**src/rtl/taog_pkg.sv**
```systemverilog
`timescale 1ns / 1ps
// ----------------------------------------------------------------------------
// taog_pkg
// Shared widths, register indexes and reset values for the temperature
// average and outlier gate.
// ----------------------------------------------------------------------------
package taog_pkg;

	// Samples kept in the averaging ring
	localparam int WINDOW_LEN = 5;

	localparam int RAW_W     = 16;
	localparam int LIMIT_W   = 12;
	localparam int TIME_W    = 32;
	localparam int CENTI_W   = 19;
	localparam int SUM_W     = 20;
	localparam int DIFF_W    = SUM_W + 2;
	localparam int SLOT_W    = (WINDOW_LEN > 1) ? $clog2(WINDOW_LEN) : 1;
	localparam int COUNT_W   = $clog2(WINDOW_LEN + 1);
	localparam int CFG_IDX_W = 2;
	localparam int CFG_DAT_W = 16;

	typedef logic [CFG_IDX_W-1:0] cfg_idx_t;

	localparam cfg_idx_t CFG_OUTLIER_LIMIT = cfg_idx_t'(0);
	localparam cfg_idx_t CFG_VALID_FLOOR   = cfg_idx_t'(1);

	localparam logic [LIMIT_W-1:0]      OUTLIER_LIMIT_RST = LIMIT_W'(80);
	localparam logic signed [RAW_W-1:0] VALID_FLOOR_RST   = -16'sd1600;

endpackage

```
**src/rtl/taog_ifs.sv**
```systemverilog
`timescale 1ns / 1ps
// ----------------------------------------------------------------------------
// taog channel interfaces
// Valid/ready channels for sensor items, result items and register writes.
// ----------------------------------------------------------------------------
interface taog_sample_if;
	logic                               valid;
	logic                               ready;
	logic                               sensor_present;
	logic signed [taog_pkg::RAW_W-1:0]  raw_reading;
	logic [taog_pkg::TIME_W-1:0]        now_ms;

	modport source (output valid, sensor_present, raw_reading, now_ms, input ready);
	modport sink   (input valid, sensor_present, raw_reading, now_ms, output ready);
endinterface

interface taog_result_if;
	logic                                valid;
	logic                                ready;
	logic signed [taog_pkg::CENTI_W-1:0] centidegrees;
	logic [taog_pkg::TIME_W-1:0]         elapsed_ms;

	modport source (output valid, centidegrees, elapsed_ms, input ready);
	modport sink   (input valid, centidegrees, elapsed_ms, output ready);
endinterface

interface taog_cfg_if;
	logic                              valid;
	logic                              ready;
	taog_pkg::cfg_idx_t                index;
	logic [taog_pkg::CFG_DAT_W-1:0]    data;

	modport source (output valid, index, data, input ready);
	modport sink   (input valid, index, data, output ready);
endinterface

```
**src/rtl/temperature_average_outlier_gate_core.sv**
```systemverilog
`timescale 1ns / 1ps
// ----------------------------------------------------------------------------
// temperature_average_outlier_gate_core
// Moving average over the last stored readings with an outlier gate;
// emits readings in centidegrees and the time since the previous result.
// ----------------------------------------------------------------------------
// One item is taken every cycle while the skid entry is empty. The ring,
// running sum and gate compare (count times reading, limit times count)
// settle in the cycle an item is accepted, and a passing reading is
// registered in the output register, or in the skid entry when the output
// register holds an untaken result. Behind the output register sits a
// one-entry skid stage: the sample channel stays ready until both hold
// results, so ready drops only after two results wait untaken. Dropped
// readings (sensor absent, at or below the floor, outliers) give no result;
// outliers are still stored in the ring. Register writes are always taken.
module temperature_average_outlier_gate_core (
	input  logic                   clk,
	input  logic                   arst_n,
	taog_sample_if.sink            sample,
	taog_result_if.source          result,
	taog_cfg_if.sink               cfg
);

	// configuration
	logic [taog_pkg::LIMIT_W-1:0]      outlier_limit_q;
	logic signed [taog_pkg::RAW_W-1:0] valid_floor_q;

	// window state
	logic signed [taog_pkg::RAW_W-1:0] ring_q [taog_pkg::WINDOW_LEN];
	logic [taog_pkg::SLOT_W-1:0]       slot_q;
	logic                              filled_q;
	logic signed [taog_pkg::SUM_W-1:0] sum_q;
	logic [taog_pkg::TIME_W-1:0]       last_emit_q;

	// output register and skid entry
	logic                                out_valid_q;
	logic signed [taog_pkg::CENTI_W-1:0] out_cd_q;
	logic [taog_pkg::TIME_W-1:0]         out_el_q;
	logic                                skid_valid_q;
	logic signed [taog_pkg::CENTI_W-1:0] skid_cd_q;
	logic [taog_pkg::TIME_W-1:0]         skid_el_q;

	// datapath
	logic                                accept;
	logic                                store;
	logic                                emit;
	logic                                take;
	logic signed [taog_pkg::RAW_W-1:0]   old_sample;
	logic signed [taog_pkg::SUM_W-1:0]   sum_next;
	logic                                last_slot;
	logic [taog_pkg::SLOT_W-1:0]         slot_next;
	logic                                filled_next;
	logic [taog_pkg::COUNT_W-1:0]        count;
	logic signed [taog_pkg::DIFF_W-1:0]  count_prod;
	logic signed [taog_pkg::DIFF_W-1:0]  diff;
	logic [taog_pkg::DIFF_W-1:0]         abs_diff;
	logic [taog_pkg::DIFF_W-1:0]         bound;
	logic signed [taog_pkg::RAW_W+4:0]   raw_x;
	logic signed [taog_pkg::RAW_W+4:0]   raw_x25;
	logic signed [taog_pkg::RAW_W+4:0]   raw_x25_adj;
	logic signed [taog_pkg::CENTI_W-1:0] cd_new;
	logic [taog_pkg::TIME_W-1:0]         elapsed_new;

	assign cfg.ready    = 1'b1;
	assign sample.ready = !skid_valid_q;

	assign accept = sample.valid && sample.ready;
	assign store  = accept && sample.sensor_present && (sample.raw_reading > valid_floor_q);
	assign take   = result.valid && result.ready;

	always_ff @(posedge clk or negedge arst_n) begin
		if (!arst_n) begin
			outlier_limit_q <= taog_pkg::OUTLIER_LIMIT_RST;
			valid_floor_q   <= taog_pkg::VALID_FLOOR_RST;
		end else if (cfg.valid && cfg.ready) begin
			case (cfg.index)
				taog_pkg::CFG_OUTLIER_LIMIT: outlier_limit_q <= cfg.data[taog_pkg::LIMIT_W-1:0];
				taog_pkg::CFG_VALID_FLOOR:   valid_floor_q   <= signed'(cfg.data[taog_pkg::RAW_W-1:0]);
				default: ;
			endcase
		end
	end

	// ring update and running sum
	always_comb begin
		old_sample  = ring_q[slot_q];
		sum_next    = sum_q
		              - (filled_q ? taog_pkg::SUM_W'(old_sample) : '0)
		              + taog_pkg::SUM_W'(sample.raw_reading);
		last_slot   = (slot_q == taog_pkg::SLOT_W'(taog_pkg::WINDOW_LEN - 1));
		slot_next   = last_slot ? '0 : slot_q + 1'b1;
		filled_next = filled_q || last_slot;
		count       = filled_next ? taog_pkg::COUNT_W'(taog_pkg::WINDOW_LEN)
		                          : taog_pkg::COUNT_W'(slot_q) + 1'b1;
	end

	// gate: |sum - count*raw| <= limit*count
	always_comb begin
		count_prod = taog_pkg::DIFF_W'(sample.raw_reading)
		             * signed'(taog_pkg::DIFF_W'(count));
		diff       = taog_pkg::DIFF_W'(sum_next) - count_prod;
		abs_diff   = diff[taog_pkg::DIFF_W-1] ? unsigned'(-diff) : unsigned'(diff);
		bound      = taog_pkg::DIFF_W'(outlier_limit_q) * taog_pkg::DIFF_W'(count);
		emit       = store && (abs_diff <= bound);
	end

	// raw * 25 / 4, truncated toward zero
	always_comb begin
		raw_x       = (taog_pkg::RAW_W+5)'(sample.raw_reading);
		raw_x25     = (raw_x <<< 4) + (raw_x <<< 3) + raw_x;
		raw_x25_adj = raw_x25 + (raw_x25[taog_pkg::RAW_W+4]
		                         ? (taog_pkg::RAW_W+5)'(3) : (taog_pkg::RAW_W+5)'(0));
		cd_new      = raw_x25_adj[taog_pkg::CENTI_W+1:2];
		elapsed_new = sample.now_ms - last_emit_q;
	end

	// ring entries are undefined until written and need no reset
	always_ff @(posedge clk) begin
		if (store) begin
			ring_q[slot_q] <= sample.raw_reading;
		end
	end

	always_ff @(posedge clk or negedge arst_n) begin
		if (!arst_n) begin
			slot_q      <= '0;
			filled_q    <= 1'b0;
			sum_q       <= '0;
			last_emit_q <= '0;
		end else begin
			if (store) begin
				slot_q   <= slot_next;
				filled_q <= filled_next;
				sum_q    <= sum_next;
			end
			if (emit) begin
				last_emit_q <= sample.now_ms;
			end
		end
	end

	// output register with skid entry
	always_ff @(posedge clk or negedge arst_n) begin
		if (!arst_n) begin
			out_valid_q  <= 1'b0;
			skid_valid_q <= 1'b0;
		end else begin
			if (take) begin
				out_valid_q  <= skid_valid_q || emit;
				skid_valid_q <= 1'b0;
			end else if (emit) begin
				out_valid_q  <= 1'b1;
				skid_valid_q <= out_valid_q;
			end
		end
	end

	always_ff @(posedge clk) begin
		if (take && skid_valid_q) begin
			out_cd_q <= skid_cd_q;
			out_el_q <= skid_el_q;
		end else if (emit && (take || !out_valid_q)) begin
			out_cd_q <= cd_new;
			out_el_q <= elapsed_new;
		end
		// park the item when the output register still holds an untaken result
		if (emit && out_valid_q && !take) begin
			skid_cd_q <= cd_new;
			skid_el_q <= elapsed_new;
		end
	end

	assign result.valid        = out_valid_q;
	assign result.centidegrees = out_cd_q;
	assign result.elapsed_ms   = out_el_q;

endmodule

```
**src/flat_wrapper.sv**
```systemverilog
// flat-port wrapper written by rule: the top's interface ports become plain ports
module temperature_average_outlier_gate_core_flat 
  (clk, arst_n, sample_valid, sample_sensor_present, sample_raw_reading, sample_now_ms, sample_ready, result_valid, result_centidegrees, result_elapsed_ms, result_ready, cfg_valid, cfg_index, cfg_data, cfg_ready);
  taog_sample_if sample_i ();
  taog_result_if result_i ();
  taog_cfg_if cfg_i ();
  input  logic clk;
  input  logic arst_n;
  input wire logic [$bits(sample_i.valid)-1:0] sample_valid;
  input wire logic [$bits(sample_i.sensor_present)-1:0] sample_sensor_present;
  input wire logic [$bits(sample_i.raw_reading)-1:0] sample_raw_reading;
  input wire logic [$bits(sample_i.now_ms)-1:0] sample_now_ms;
  output wire logic [$bits(sample_i.ready)-1:0] sample_ready;
  output wire logic [$bits(result_i.valid)-1:0] result_valid;
  output wire logic [$bits(result_i.centidegrees)-1:0] result_centidegrees;
  output wire logic [$bits(result_i.elapsed_ms)-1:0] result_elapsed_ms;
  input wire logic [$bits(result_i.ready)-1:0] result_ready;
  input wire logic [$bits(cfg_i.valid)-1:0] cfg_valid;
  input wire logic [$bits(cfg_i.index)-1:0] cfg_index;
  input wire logic [$bits(cfg_i.data)-1:0] cfg_data;
  output wire logic [$bits(cfg_i.ready)-1:0] cfg_ready;
  assign sample_i.valid = sample_valid;
  assign sample_i.sensor_present = sample_sensor_present;
  assign sample_i.raw_reading = sample_raw_reading;
  assign sample_i.now_ms = sample_now_ms;
  assign sample_ready = sample_i.ready;
  assign result_valid = result_i.valid;
  assign result_centidegrees = result_i.centidegrees;
  assign result_elapsed_ms = result_i.elapsed_ms;
  assign result_i.ready = result_ready;
  assign cfg_i.valid = cfg_valid;
  assign cfg_i.index = cfg_index;
  assign cfg_i.data = cfg_data;
  assign cfg_ready = cfg_i.ready;
  temperature_average_outlier_gate_core u_core (.clk(clk), .arst_n(arst_n), .sample(sample_i), .result(result_i), .cfg(cfg_i));
endmodule
```
**config.mk**
```make
export PLATFORM = sky130hd
export DESIGN_NAME = temperature_average_outlier_gate_core_flat
export DESIGN_NICKNAME = d
export VERILOG_FILES = /design/src/rtl/taog_pkg.sv /design/src/rtl/taog_ifs.sv /design/src/rtl/temperature_average_outlier_gate_core.sv /design/src/flat_wrapper.sv
export SDC_FILE = /design/constraint.sdc
export NUM_CORES = 1
export LEC_CHECK = 0
export ABC_AREA = 1
export BUFFER_PORTS_ARGS = -buffer_cell sky130_fd_sc_hd__clkbuf_2
export CORE_MARGIN = 3
export CORE_UTILIZATION = 55
export CTS_BUF_LIST = sky130_fd_sc_hd__clkbuf_16
export DETAILED_ROUTE_END_ITERATION = 7
export PLACE_DENSITY = 0.73
export SYNTH_ARGS = -nofsm -noshare
export SYNTH_HDL_FRONTEND = slang
export SYNTH_SLANG_ARGS = --single-unit
```
**constraint.sdc**
```tcl
create_clock -name clk -period 22 [get_ports clk]
set_input_delay 1.1 -clock clk [delete_from_list [all_inputs] [get_ports clk]]
set_output_delay 1.1 -clock clk [all_outputs]
set_load 0.01 [all_outputs]
```
==> impl_metrics.py, run 1 <==
metrics = {
    "synthesis": {
        "yosysWarningCount": 0,
        "ys_top_cells_by_count": "586 x nand2_1, 383 x inv_1, 182 x edfxtp_1",
        "yosys.area_share.simple": 0.1891,
        "synth_top_family_by_area": "simple AND/OR/NAND/NOR gates",
        "yosysTopAreaCell": "edfxtp_1",
        "synth_compound_area_frac": 0.09336,
        "syn_avg_cell_area_um2": 8.560,
        "synth-seq-cells": 268,
        "post-synth-top-count-cell": "nand2_1",
        "synth_top_area_frac": 0.2834,
        "synth_adder_area_share": 0.1870,
        "synth.distinct_cells": 54,
        "ys.flop_type": "edfxtp_1",
        "syn_nets": 2564,
        "synthCells": 2253,
        "synth-xor-area-share": 0.04762,
        "synthMuxAreaShare": 0,
        "synth-edff-count": 182,
        "netlist_area_mm2": 0.01929,
        "synth-seq-area-share": 0.3956,
        "netlist_top_cells_area": "edfxtp_1 28%, nand2_1 11%, ha_1 10%",
        "async_flop_share": 0.3209,
    },
    "grt": {
        "grt_usage": 0.2396,
        "grt_pass1_vias": 15042,
        "grt_overflow_total": 0,
        "grt_pass1_wl_mm": 74.80,
        "antenna_found_initial": 0,
        "grt_max_degree": 60,
    },
    "sta": {
        "fin_crit_sh": 0.5345,
        "setup_viol": 0,
        "layout_min_cycle_time_ps": 11760,
        "maxSlewViolCount": 0,
        "worst_pin_slew_ps": 1186,
        "fmax_mhz": 85.05,
        "finalHoldViolations": 0,
        "totalNegativeSetupSlack_ps": 0,
        "rsz0062_at_grt": "no",
        "slew_headroom": 0.2064,
        "clock_skew_ps": 22.26,
    },
    "setup_path": {
        "path_class": "flip-flop to flip-flop",
        "critPathCaptureType": "flip-flop",
        "crit_slowest_cell": "nor2_1",
        "crit_arrival_ps": 11940,
        "cp.required_ps": 22180,
        "max_stage_delay_ps": 820,
        "startpoint_type": "flip-flop",
        "rr_worst_depth": 48,
        "worst-path-stages": 48,
        "path_delay_family": "simple AND/OR/NAND/NOR gates",
        "crit_fanout": 37,
        "worst-path-buf-inv": 7,
    },
    "clock_network": {
        "clkSinkCount": 268,
        "h-tree-depth": 1,
        "post-cts-setup-buffers": 0,
        "clk_path_buf_depth": 3,
        "cts_inserted_buffers": 29,
        "cts_tree": "yes",
        "cts_hold_buf": 0,
        "clk-insertion-delay-late_ps": 550,
        "cts_resized": 0,
        "clkTransAtPathRegs_ps": 60,
        "root_buffer": "clkbuf_16",
    },
    "worst_hold_path": {
        "min_path_cells": 2,
        "hp-class": "flip-flop to flip-flop",
    },
    "final_layout": {
        "drive_gt1_frac": 0.09220,
        "nets": 2687,
        "diodes": 0,
        "area_growth_pct": 11.03,
    },
    "route": {
        "drt_wl_total_mm": 45.12,
        "drc": 0,
        "vias": 15229,
        "first_pass_iters": 5,
        "viasPerCell": 5.353,
        "final_antenna_net_count": 0,
        "avgRoutedWirePerCell_um": 15.86,
        "drt_iter0_drc": 1134,
    },
    "placement": {
        "dpl.hpwl_mm": 34.16,
        "gp_congestion": 0.9115,
        "io_buffers": 124,
    },
    "floorplanning": {
        "fp.coreArea_mm2": 0.03404,
        "ios": 126,
        "initial_core_util": 0.5666,
        "dieArea_mm2": 0.03735,
        "die_y_um": 193.3,
        "fp.dieW_um": 193.3,
        "placementRows": 67,
    },
    "job": {
        "maxCapViolCount": 0,
    },
    "outcome": {
        "outcome": "complete, no violations",
    },
}
-- cell families (layout without fill, tap and decap cells) --
| group | count (synthesis) | after routing |
|---|---|---|
| other | 1 | 1 |
| adder cells (fa/ha/maj) | 239 | 239 |
| XOR/XNOR | 104 | 104 |
| flip-flops | 268 | 268 |
| AND/OR/NAND/NOR | 887 | 887 |
| AO/OA/AOI/OAI | 318 | 318 |
| buffers and inverters | 436 | 580 |
-- area by class of cell --
| type | instances | area [um^2] |
|---|---|---|
| multi-input cells | 1549 | 10020 |
| well taps | 448 | 560.5 |
| inverters | 389 | 1460 |
| fillers | 2918 | 12620 |
| repair buffers | 139 | 735.7 |
| flip-flops and latches | 268 | 7630 |
| clock inverters | 23 | 279.0 |
| clock buffers | 29 | 725.7 |
-- routing by layer --
layer	global-route usage	vias up	wire, um
met5	0	-	0
met1	0.3292	7159	19650
met2	0.4098	463	21370
met4	0.05867	0	1102
li1	-	7541	-
met3	0.02835	66	2998
-- final timing paths --
check / from / end / slack, ps
max: u_core.slot_q[2]$_DFFE_PN0P_ / u_core.skid_cd_q[4]$_DFFE_PP_ / 10240
min: u_core.last_emit_q[21]$_DFFE_PN0P_ / u_core.last_emit_q[21]$_DFFE_PN0P_ / 470
max reg2reg: u_core.slot_q[2]$_DFFE_PN0P_ / u_core.skid_cd_q[4]$_DFFE_PP_ / 10240
min reg2reg: u_core.last_emit_q[21]$_DFFE_PN0P_ / u_core.last_emit_q[21]$_DFFE_PN0P_ / 470
max in group asynchronous: arst_n / u_core.sum_q[9]$_DFFE_PN0P_ / 20360
min in group asynchronous: arst_n / u_core.outlier_limit_q[0]$_DFFE_PN0P_ / 530
-- worst min-delay path, stage by stage (launching register included) --
cell and delay [ps]:
dfrtp_1 340, nand2_1 50, nand2_1 50
-- cell usage in the layout, fill, tap and decap left out, types with 8 or more instances in the layout --
cell,n
clkbuf_2,123
dfstp_2,10
nand3_1,93
a31oi_1,25
nand4_1,21
nor3_1,18
inv_1,387
xor2_1,67
o21a_1,10
nand3b_1,8
nor2_1,133
edfxtp_1,182
o21ai_0,106
buf_4,16
clkbuf_16,29
xnor2_1,36
fa_1,82
ha_1,157
nand2_1,585
a21oi_1,126
dfrtp_1,76
-- flip-flops by register name, indices dropped and copies added, names as in the netlist, 3 cells and up --
signal                      count
u_core.result.elapsed_ms       32
u_core.result.centidegrees     19
u_core.valid_floor_q           16
u_core.skid_cd_q               19
u_core.ring_q                  80
u_core.outlier_limit_q         12
u_core.slot_q                   3
u_core.last_emit_q             32
u_core.skid_el_q               32
u_core.sum_q                   20
-- metrics by stage --
stage / hold WS (ps) / worst slack (ps) / utilization / std cells / instance area, um^2
after global routing: 486.1 / 9231 / 0.6291 / 2845 / 21410
after floorplan: 441.9 / 11030 / - / 2253 / 19290
final: 467.5 / 10240 / 0.6291 / 2845 / 21410
after CTS: 473.9 / 10250 / 0.6291 / 2845 / 21410
after global placement: 452.9 / 10580 / 0.5996 / 2793 / 20410
after detailed placement: 459.3 / 10300 / 0.5996 / 2793 / 20410
Power of run 1 is left out: the tool's default activity adds up to more than one toggle a clock period on the data nets, which glitch-free logic cannot reach.
==> run 2, diff against run 1 <==
Settings changed: PLACE_DENSITY 0.73 to 0.76.
Clock period 22 ns to 9.5 ns, I/O delays scaled along.
==> impl_metrics.py, run 2 (same netlist as run 1, synthesis figures left out) <==
metrics = {
    "setup_path": {
        "max_stage_delay_ps": 560,
        "rr_worst_depth": 48,
        "crit_arrival_ps": 9300,
        "cpMostUsedCell": "nand2_1",
        "critPathCaptureType": "flip-flop",
        "startpoint": "u_core.slot_q[1]$_DFFE_PN0P_",
        "endpoint": "u_core.result.elapsed_ms[10]$_DFFE_PP_",
        "crit_slowest_cell": "fa_1",
        "r2r-start": "u_core.slot_q[1]$_DFFE_PN0P_",
        "worst_r2r_endpoint": "u_core.result.elapsed_ms[10]$_DFFE_PP_",
        "cp.required_ps": 9750,
        "startpoint_type": "flip-flop",
        "rrSetupSlack_ps": 450,
        "crit_fanout": 25,
        "path_class": "flip-flop to flip-flop",
    },
    "final_layout": {
        "final_common_cell": "nand2_1",
        "final_cell_area_mm2": 0.02180,
        "area_growth_pct": 13.03,
        "final_core_util": 0.6405,
        "largest_reg_flops": 80,
        "diodes": 0,
        "layout_common_cells": "585 x nand2_1, 385 x inv_1, 182 x edfxtp_1, 156 x ha_1, 131 x nor2_1",
        "nets": 2717,
        "top_register": "u_core.ring_q",
        "drive_gt1_frac": 0.1100,
    },
    "placement": {
        "dpl.hpwl_mm": 35.60,
        "io_buffers": 124,
        "dpl-instance-area_mm2": 0.02063,
        "gp_congestion": 0.9680,
    },
    "route": {
        "drt_iter0_drc": 1206,
        "vias": 15772,
        "drc": 0,
        "avgRoutedWirePerCell_um": 16.61,
        "viasPerCell": 5.484,
        "final_antenna_net_count": 0,
        "drt_wl_total_mm": 47.76,
        "first_pass_iters": 5,
    },
    "sta": {
        "layout_min_cycle_time_ps": 9048,
        "timing.hold.ws_ps": 143.3,
        "fmax_mhz": 110.5,
        "worst_pin_slew_ps": 1101,
        "fin_crit_sh": 0.9524,
        "finalHoldViolations": 0,
        "maxSlewViolCount": 0,
        "clock_skew_ps": 16.84,
        "totalNegativeSetupSlack_ps": 0,
        "slew_headroom": 0.2636,
        "setup_viol": 0,
    },
    "grt": {
        "grt_usage": 0.2501,
        "grt_pass1_wl_mm": 77.76,
        "grt_max_degree": 61,
        "grt_pass1_vias": 15840,
        "antenna_found_initial": 0,
        "grt_overflow_total": 0,
    },
    "clock_network": {
        "clkSinkCount": 268,
        "clkTransAtPathRegs_ps": 60,
        "cts_tree": "yes",
        "clk-insertion-delay-late_ps": 550,
        "cts_inserted_buffers": 29,
        "clk_path_buf_depth": 3,
        "h-tree-depth": 1,
        "root_buffer": "clkbuf_16",
    },
    "floorplanning": {
        "fp.coreArea_mm2": 0.03404,
        "ios": 126,
        "dieArea_mm2": 0.03735,
        "placementRows": 67,
        "initial_core_util": 0.5666,
        "fp.dieW_um": 193.3,
        "die_y_um": 193.3,
    },
    "worst_hold_path": {
        "holdCritStartpoint": "cfg_data[6]",
        "hp-class": "input pin to flip-flop",
    },
    "job": {
        "maxCapViolCount": 0,
    },
    "outcome": {
        "outcome": "complete, no violations",
    },
}
-- run 2: through the flow --
stage | cells | setup slack (ps)
after global routing | 2876 | -81.81
after global placement | 2818 | 300.4
after CTS | 2872 | 14.51
final | 2876 | 452.0
after floorplan | 2253 | 47.91
after detailed placement | 2818 | -8.564
-- run 2: repair_timing --
action,4_1_cts,5_1_grt
pin swaps,0,1
gates resized for setup,1,25
setup buffers,0,2
hold buffers,1,0
endpoints found under the setup margin,52,136
cloned,0,2
hold endpoints to repair,31,0
-- run 2: worst min-delay path by stage --
stage	to	slack, ps	cells after the start
2_1_floorplan	u_core.filled_q$_DFFE_PN0P_	180	0
3_3_place_gp	u_core.last_emit_q[25]$_DFFE_PN0P_	450	2
3_5_place_dp	u_core.last_emit_q[12]$_DFFE_PN0P_	460	2
4_1_cts	u_core.valid_floor_q[6]$_DFFE_PN1P_	140	3
5_1_grt	u_core.valid_floor_q[15]$_DFFE_PN1P_	150	3
6_report	u_core.valid_floor_q[6]$_DFFE_PN1P_	140	3
-- run 2: cell type report --
class	count	area, um^2
clock inverter	24	279.0
clock buffer	29	725.7
inverter	389	1460
timing repair buffer	169	1027
fill	2837	12240
multi-input combinational	1549	10120
tap	448	560.5
sequential	268	7631
-- run 2: routing by layer --
metal  vias to the layer above  global-route usage  wire (um)
met5                         -                   0          0
met4                         0             0.08599       1728
met3                       105             0.03288       2974
met2                       577              0.4334      23110
met1                      7474              0.3260      19950
li1                       7616                   -          -
-- run 2: critical path, delay by kind of cell (launching register included) --
family,cells,cell delay [ps]
AO/OA/AOI/OAI,10,1820
flip-flops,1,420
adder cells (fa/ha/maj),7,2910
buffers and inverters,9,970
XOR/XNOR,2,290
AND/OR/NAND/NOR,20,2310
Power of run 2 is left out for the same reason.
